## src/rtl/core/pwt_pkg.sv

```systemverilog
// Package for the Prewitt edge threshold block: payload structs, widths,
// register indexes and the edge level. No dependencies.
package pwt_pkg;

  localparam int PIX_W     = 8;
  localparam int CFG_W     = 11;
  localparam int CFG_IDX_W = 2;
  localparam int ROW_W     = 10;
  localparam int SUM_W     = 10;
  localparam int SQ_W      = 2 * SUM_W;
  localparam int MAG_W     = SQ_W + 1;
  localparam int THR_P1_W  = CFG_W + 1;
  localparam int LIM_W     = 2 * THR_P1_W;
  localparam int LINE_W    = 2 * PIX_W;

  localparam logic [CFG_W-1:0] HEIGHT_MAX    = 11'd1024;
  localparam logic [CFG_W-1:0] SIZE_MIN      = 11'd3;
  localparam logic [CFG_W-1:0] THR_RESET     = 11'd100;
  localparam logic [CFG_W-1:0] WIDTH_RESET   = 11'd1024;
  localparam logic [CFG_W-1:0] HEIGHT_RESET  = 11'd1024;
  localparam logic [PIX_W-1:0] EDGE_LEVEL    = 8'd255;
  localparam logic [PIX_W-1:0] NO_EDGE_LEVEL = 8'd0;

  localparam logic [CFG_IDX_W-1:0] REG_THRESHOLD    = 2'd0;
  localparam logic [CFG_IDX_W-1:0] REG_IMAGE_WIDTH  = 2'd1;
  localparam logic [CFG_IDX_W-1:0] REG_IMAGE_HEIGHT = 2'd2;

  typedef struct packed {
    logic [PIX_W-1:0] pixel;
    logic             frame_start;
  } px_t;

  typedef struct packed {
    logic [PIX_W-1:0] edge_value;
    logic             last_of_frame;
  } res_t;

  typedef struct packed {
    logic [SUM_W-1:0] left;
    logic [SUM_W-1:0] right;
    logic [SUM_W-1:0] top;
    logic [SUM_W-1:0] bottom;
    logic             last;
  } grad_in_t;

endpackage

```

## src/rtl/core/pwt_grad.sv

```systemverilog
// Gradient and threshold pipeline: column/row sums in, absolute differences,
// squares, magnitude compare, output register. Uses pwt_pkg.
module pwt_grad (
  input  logic                        clk,
  input  logic                        rst,
  input  logic                        s_valid,
  output logic                        s_ready,
  input  pwt_pkg::grad_in_t           s_data,
  input  logic [pwt_pkg::LIM_W-1:0]   lim,
  output logic                        res_valid,
  input  logic                        res_ready,
  output pwt_pkg::res_t               res_data
);
  import pwt_pkg::*;

  logic             c_valid;
  grad_in_t         c_data;
  logic             d_valid;
  logic [SUM_W-1:0] d_dx;
  logic [SUM_W-1:0] d_dy;
  logic             d_last;
  logic             e_valid;
  logic [SQ_W-1:0]  e_sx;
  logic [SQ_W-1:0]  e_sy;
  logic             e_last;

  logic             o_free;
  logic             e_free;
  logic             d_free;
  logic [SUM_W-1:0] dx_next;
  logic [SUM_W-1:0] dy_next;
  logic [MAG_W-1:0] mag2;
  res_t             o_next;

  assign o_free  = !res_valid || res_ready;
  assign e_free  = !e_valid || o_free;
  assign d_free  = !d_valid || e_free;
  assign s_ready = !c_valid || d_free;

  always_comb begin
    dx_next = (c_data.right >= c_data.left) ? c_data.right - c_data.left
                                            : c_data.left - c_data.right;
    dy_next = (c_data.bottom >= c_data.top) ? c_data.bottom - c_data.top
                                            : c_data.top - c_data.bottom;
    mag2 = {1'b0, e_sx} + {1'b0, e_sy};
    o_next.edge_value    = (LIM_W'(mag2) >= lim) ? EDGE_LEVEL : NO_EDGE_LEVEL;
    o_next.last_of_frame = e_last;
  end

  always_ff @(posedge clk) begin
    if (rst) begin
      c_valid   <= 1'b0;
      d_valid   <= 1'b0;
      e_valid   <= 1'b0;
      res_valid <= 1'b0;
    end else begin
      if (s_ready) c_valid <= s_valid;
      if (d_free) d_valid <= c_valid;
      if (e_free) e_valid <= d_valid;
      if (o_free) res_valid <= e_valid;
    end
  end

  always_ff @(posedge clk) begin
    if (s_ready && s_valid) begin
      c_data <= s_data;
    end
    if (d_free && c_valid) begin
      d_dx   <= dx_next;
      d_dy   <= dy_next;
      d_last <= c_data.last;
    end
    if (e_free && d_valid) begin
      e_sx   <= d_dx * d_dx;
      e_sy   <= d_dy * d_dy;
      e_last <= d_last;
    end
    if (o_free && e_valid) begin
      res_data <= o_next;
    end
  end

endmodule

```

## config.mk

```make
export PLATFORM = sky130hd
export DESIGN_NAME = pwt_grad
export DESIGN_NICKNAME = d
export VERILOG_FILES = /design/src/rtl/core/pwt_pkg.sv /design/src/rtl/core/pwt_grad.sv
export SDC_FILE = /design/constraint.sdc
export NUM_CORES = 1
export LEC_CHECK = 0
export ABC_AREA = 1
export BUFFER_PORTS_ARGS = -buffer_cell sky130_fd_sc_hd__clkbuf_2
export CAP_MARGIN = 40
export CORE_MARGIN = 2
export CORE_UTILIZATION = 48
export DETAILED_ROUTE_END_ITERATION = 10
export PLACE_DENSITY_LB_ADDON = 0.08
export SLEW_MARGIN = 0
export SYNTH_ARGS = -nofsm -noshare
export SYNTH_HDL_FRONTEND = slang
export SYNTH_SLANG_ARGS = --single-unit
export TNS_END_PERCENT = 50
```

## constraint.sdc

```tcl
create_clock -name clk -period 10.9 [get_ports clk]
set_clock_uncertainty 0.2 [all_clocks]
set_input_delay 1.09 -clock clk [delete_from_list [all_inputs] [get_ports clk]]
set_output_delay 1.09 -clock clk [all_outputs]
set_load 0.03 [all_outputs]
```

Word-level counts from Yosys, hierarchy flattened. Index checks and enable logic that the tools add are counted. W data, S select, Z words.

Bits in registers: 116. Logic and storage cells: 42. Output and inout port bits: 11. Input port bits: 69.

Magnitude comparators: 3. Reductions and logical operators: 12. Multiplexer cells: 3. $mul: 2. Add/subtract/negate cells: 5.

Operators by type and width (number): $mul A10 B10 Y20 (2); $sub A10 B10 Y10 (4); $ge A21 B24 Y1 (1); $add A20 B20 Y21 (1); $ge A10 B10 Y1 (2); $mux W10 (2); $mux W8 (1); $logic_and A1 B1 Y1 (4); $logic_not A1 Y1 (4); $logic_or A1 B1 Y1 (4).

Longest topological paths before layout.
Word-level depth: 6. Gate-level depth with buffers: 23. Gate-level depth less buffers: 22.

Worst setup path after synthesis. Ideal clock, no wire load.

Kind: reg-to-reg. Start point: register d_dy[1]. End point: register e_sy[19] (data pin). Buffers on the path: 1. Stages on the path, launching flop included: 20. Library setup time: 0.252 ns. Clock period less this slack: 4.890 ns. Path slack: 6.010 ns. Data required time: 10.448 ns. Arrival: 4.438 ns. Cell sequence: edfxtp_1 clkbuf_1 nand2_1 fa_1 fa_1 inv_1 fa_1 fa_1 inv_1 fa_1 inv_1 ha_1 nand2_1 inv_1 a21oi_1 nand3_1 nand2_1 nand2_1 nand2_1 nand2_1.

Longest elaborated chain between the ends: 1.

Ends and longest elaborated chain: start, declared (line pwt_grad.sv:20) `logic [SUM_W-1:0] d_dy;`; start signal, assigned (line pwt_grad.sv:70) `d_dy <= dy_next;`; $mul A10 B10 Y20 (line pwt_grad.sv:75) `e_sy <= d_dy * d_dy;`; end signal, assigned (line pwt_grad.sv:75); end, declared (line pwt_grad.sv:24) `logic [SQ_W-1:0] e_sy;`.

Every way passes these cells. A chain may end at the register's enable or synchronous reset.

Final worst setup path.
Start point: register d_dy[0]. End point: register e_sy[14] (data pin).

Same word-level chain as after synthesis.

==> summary.md <==
| Metric | Value |
|---|---|
| Post-synthesis adder-cell area fraction | `32.2%` |
| Lkg Pwr | `7.94 nW` |
| Fin crit share | `47.4%` |
| CTS Buffer Depth | `2` |
| Setup TNS | `0 ns` |
| # DRC | `0` |
| FF+latch count, synth | `107` |
| Hpwl dp | `21,800 microns` |
| Final wirelength | `25,300 microns` |
| VDD IR max | `0.000109 V` |
| Worst Setup SP | `d_dy[0]$_DFFE_PP_` |
| Std cell rows | `60` |
| Mapped Area | `12,900 sq um` |
| Gr usage total | `19.1%` |
| Power density over the cells | `210 nW/um^2` |
| NetSw | `1.43 mW` |
| Worst hold path type | `flip-flop to flip-flop` |
| Simple-gate share of the synthesized area | `21.5%` |
| Synth warn | `0` |
| Crit path max fanout | `11` |
| Clk root buf | `clkbuf_16` |
| Primary FF master, synth | `edfxtp_1` |
| Fmax | `0.193 GHz` |
| Via count | `9,836` |
| Max transition margin | `47.2%` |
| Crit. End Element | `flip-flop` |
| Share of cells above drive strength 1 | `6.71%` |
| DR pass1 iterations | `5` |
| Synth Area in XOR/XNOR | `3.60%` |
| Die Area | `28,200 sq um` |
| Worst setup path end | `e_sy[14]$_DFFE_PP_` |
| Internal | `1.48 mW` |
| Die extent in x | `168 microns` |
| Synth cell types | `37` |
| Vias in the first global route | `9,926` |
| Slew Limit Fails | `0` |
| Clock period minus final worst setup slack | `5.17 ns` |
| Top-area cell type share of the netlist area | `24.0%` |
| R2R Path End | `e_sy[14]$_DFFE_PP_` |
| Register area share after synthesis | `24.6%` |
| Origin of the critical flop-to-flop path | `d_dy[0]$_DFFE_PP_` |
| RSZ-0062 raised after global routing | `false` |
| Setup bufs post-CTS | `0` |
| Crit Path Category | `flip-flop to flip-flop` |
| Antenna cell count | `0` |
| Routed WL per cell | `12.2 microns` |
| Grt ovf | `0` |
| Number of I/O port buffers | `79` |
| Worst r2r path cells | `15` |
| CP arrival | `5.10 ns` |
| Die Ht | `168 microns` |
| Crit path launch type | `flip-flop` |
| Largest family of logic cells by synthesized area | `adder cells` |
| Clock share of power | `11.0%` |
| CTS buffer count | `9` |
| Mux cell area share after synthesis | `0%` |
| Worst-margin pin slew | `0.792 ns` |
| Flop pwr share | `21.6%` |
| Synth area leader | `edfxtp_1` |
| H-tree depth | `3` |
| Combinational share of power | `67.4%` |
| Clk sink count | `107` |
| Number of I/O pins | `80` |
| First-pass GRT wire length | `44,200 microns` |
| Worst Path Required | `10.83 ns` |
| Core Area | `26,700 sq um` |
| Routability cong. | `0.871` |
| Layout area overhead | `7.35%` |
| Async SR Flop Fraction | `0%` |
| Syn nets | `2,012` |
| TritonCTS clock tree | `done` |
| Synth Instances | `1,670` |
| Hold_buf cts | `0` |
| Post-synth EDFFs | `103` |
| Initial core utilization | `48.4%` |
| FF-to-FF setup slack | `5.73 ns` |
| PostCTS Resize Cnt | `0` |
| Clock Latency Late Sink | `0.36 ns` |
| Nets | `2,066` |
| Outcome | `finished, final reports clean` |
| Final setup viols | `0` |
| Ranking of synthesized cells by area | `edfxtp_1 (24%), ha_1 (17%), fa_1 (15%)` |
| Synth Area in Compound Gates | `5.54%` |
| Maxcap violations | `0` |
| Mean post-synth cell area | `7.72 sq um` |
| Clk pin slew, worst setup/hold paths | `0.08 ns` |
| Switching portion of total power | `49.2%` |
| Post-detailed-route count of antenna-violating nets | `0` |
| Final hold vios | `0` |
| Initial antenna violation count | `0` |
| Initial DRC Count | `346` |
| Total power | `2.90 mW` |
| Via-per-instance ratio | `4.75` |
| Largest net degree at the start of global routing | `40` |
## critical path, cell delays in order, from the launching register on
cell and delay (ns):
edfxtp_1 0.56, nand2_1 0.19, fa_1 0.53, fa_1 0.54
inv_1 0.05, fa_1 0.50, fa_1 0.54, inv_1 0.05
fa_1 0.52, inv_1 0.04, ha_1 0.37, nand4_1 0.11
o21ai_0 0.42, nand2_1 0.15, nand3_1 0.10, nand2_1 0.05
## metrics by stage
step,utilization (%),worst slack [ns],std cells,hold WS (ns),cell area (sq um)
after global placement,50.8,5.82,2053,0.203,13500
after CTS,52.0,5.72,2070,0.228,13800
after detailed placement,50.9,5.71,2054,0.209,13600
after global routing,52.0,5.39,2070,0.231,13800
final,52.0,5.73,2070,0.226,13800
after floorplan,-,6.01,1670,0.200,12900
## cells in the final DEF, fill, tap and decap left out, types with 4 or more instances in the layout
master and count:
inv_1 376, nand2_1 488, clkbuf_16 9, dfxtp_1 4
fa_1 98, o21a_1 4, nor3_1 6, xor2_1 38
nor2_1 91, xnor2_1 15, or2_2 4, o21ai_0 28
clkbuf_2 79, nand4_1 10, nand3_1 67, nand2_2 4
nor4_1 9, edfxtp_1 103, ha_1 175, a21oi_1 79
a21o_1 6, nor2_2 4, o21ai_1 4
## sequential cells by signal (all words and copies together), names as in the netlist
register / cells
res_valid: 1
e_last: 1
res_data: 2
d_valid: 1
c_valid: 1
e_sy: 19
d_dx: 10
e_valid: 1
d_dy: 10
d_last: 1
c_data: 41
e_sx: 19
## power by group through the flow
| stage | Sequential, mW | Clock [mW] | Combinational, mW |
|---|---|---|---|
| floorplan | 0.605 | 0 | 1.56 |
| global placement | 0.637 | 0 | 1.94 |
| detailed placement | 0.638 | 0 | 1.95 |
| CTS | 0.629 | 0.332 | 1.97 |
| global route | 0.633 | 0.345 | 2.29 |
| finish | 0.627 | 0.320 | 1.96 |
## synth_stat cells, drive strengths merged (4+ instances only)
library cell  number
nor4               9
fa                98
dfxtp              4
nor2              95
inv              378
nand3             67
clkbuf            23
a21oi             82
edfxtp           103
xor2              38
nand4             10
a21o               6
buf               15
xnor2             15
o21ai             34
ha               175
nor3               6
o21a               4
nand2            492
or2                4
## worst min-delay path by stage
| stage | from | to | depth (start not counted) | slack [ns] |
|---|---|---|---|---|
| 2_1_floorplan | c_data[0]$_DFFE_PP_ | d_last$_DFFE_PP_ | 0 | 0.20 |
| 3_3_place_gp | c_data[0]$_DFFE_PP_ | d_last$_DFFE_PP_ | 0 | 0.20 |
| 3_5_place_dp | d_last$_DFFE_PP_ | e_last$_DFFE_PP_ | 0 | 0.21 |
| 4_1_cts | d_last$_DFFE_PP_ | e_last$_DFFE_PP_ | 0 | 0.23 |
| 5_1_grt | d_last$_DFFE_PP_ | e_last$_DFFE_PP_ | 0 | 0.23 |
| 6_report | d_last$_DFFE_PP_ | e_last$_DFFE_PP_ | 0 | 0.23 |
## logic make-up (layout without fill, tap and decap cells)
family | Yosys count | count (layout)
and+or+nand+nor | 689 | 689
buffers and inverters | 416 | 475
adders and majority gates | 273 | 273
AOI/OAI and AO/OA | 132 | 132
DFF | 107 | 107
xor gates and xnor gates | 53 | 53
## per-layer routing
metal  share of wire [%]  track usage (%)  up-vias
li1                    -                -     5241
met1                  46             23.2     4412
met2                  49             35.6      159
met3                 3.2             2.21       24
met4                 1.6             5.26        0
met5                   0                0        -
## final cells by class
cell class	instances	area [sq um]
fillers	2565	12800
multi-input cells	1147	8120
flip-flops and latches	107	3170
inverters	378	1420
repair buffers	81	430
well taps	341	427
clock buffers	9	225
clock inverters	7	58.8
No activity file was read; power rests on OpenSTA's default activity.
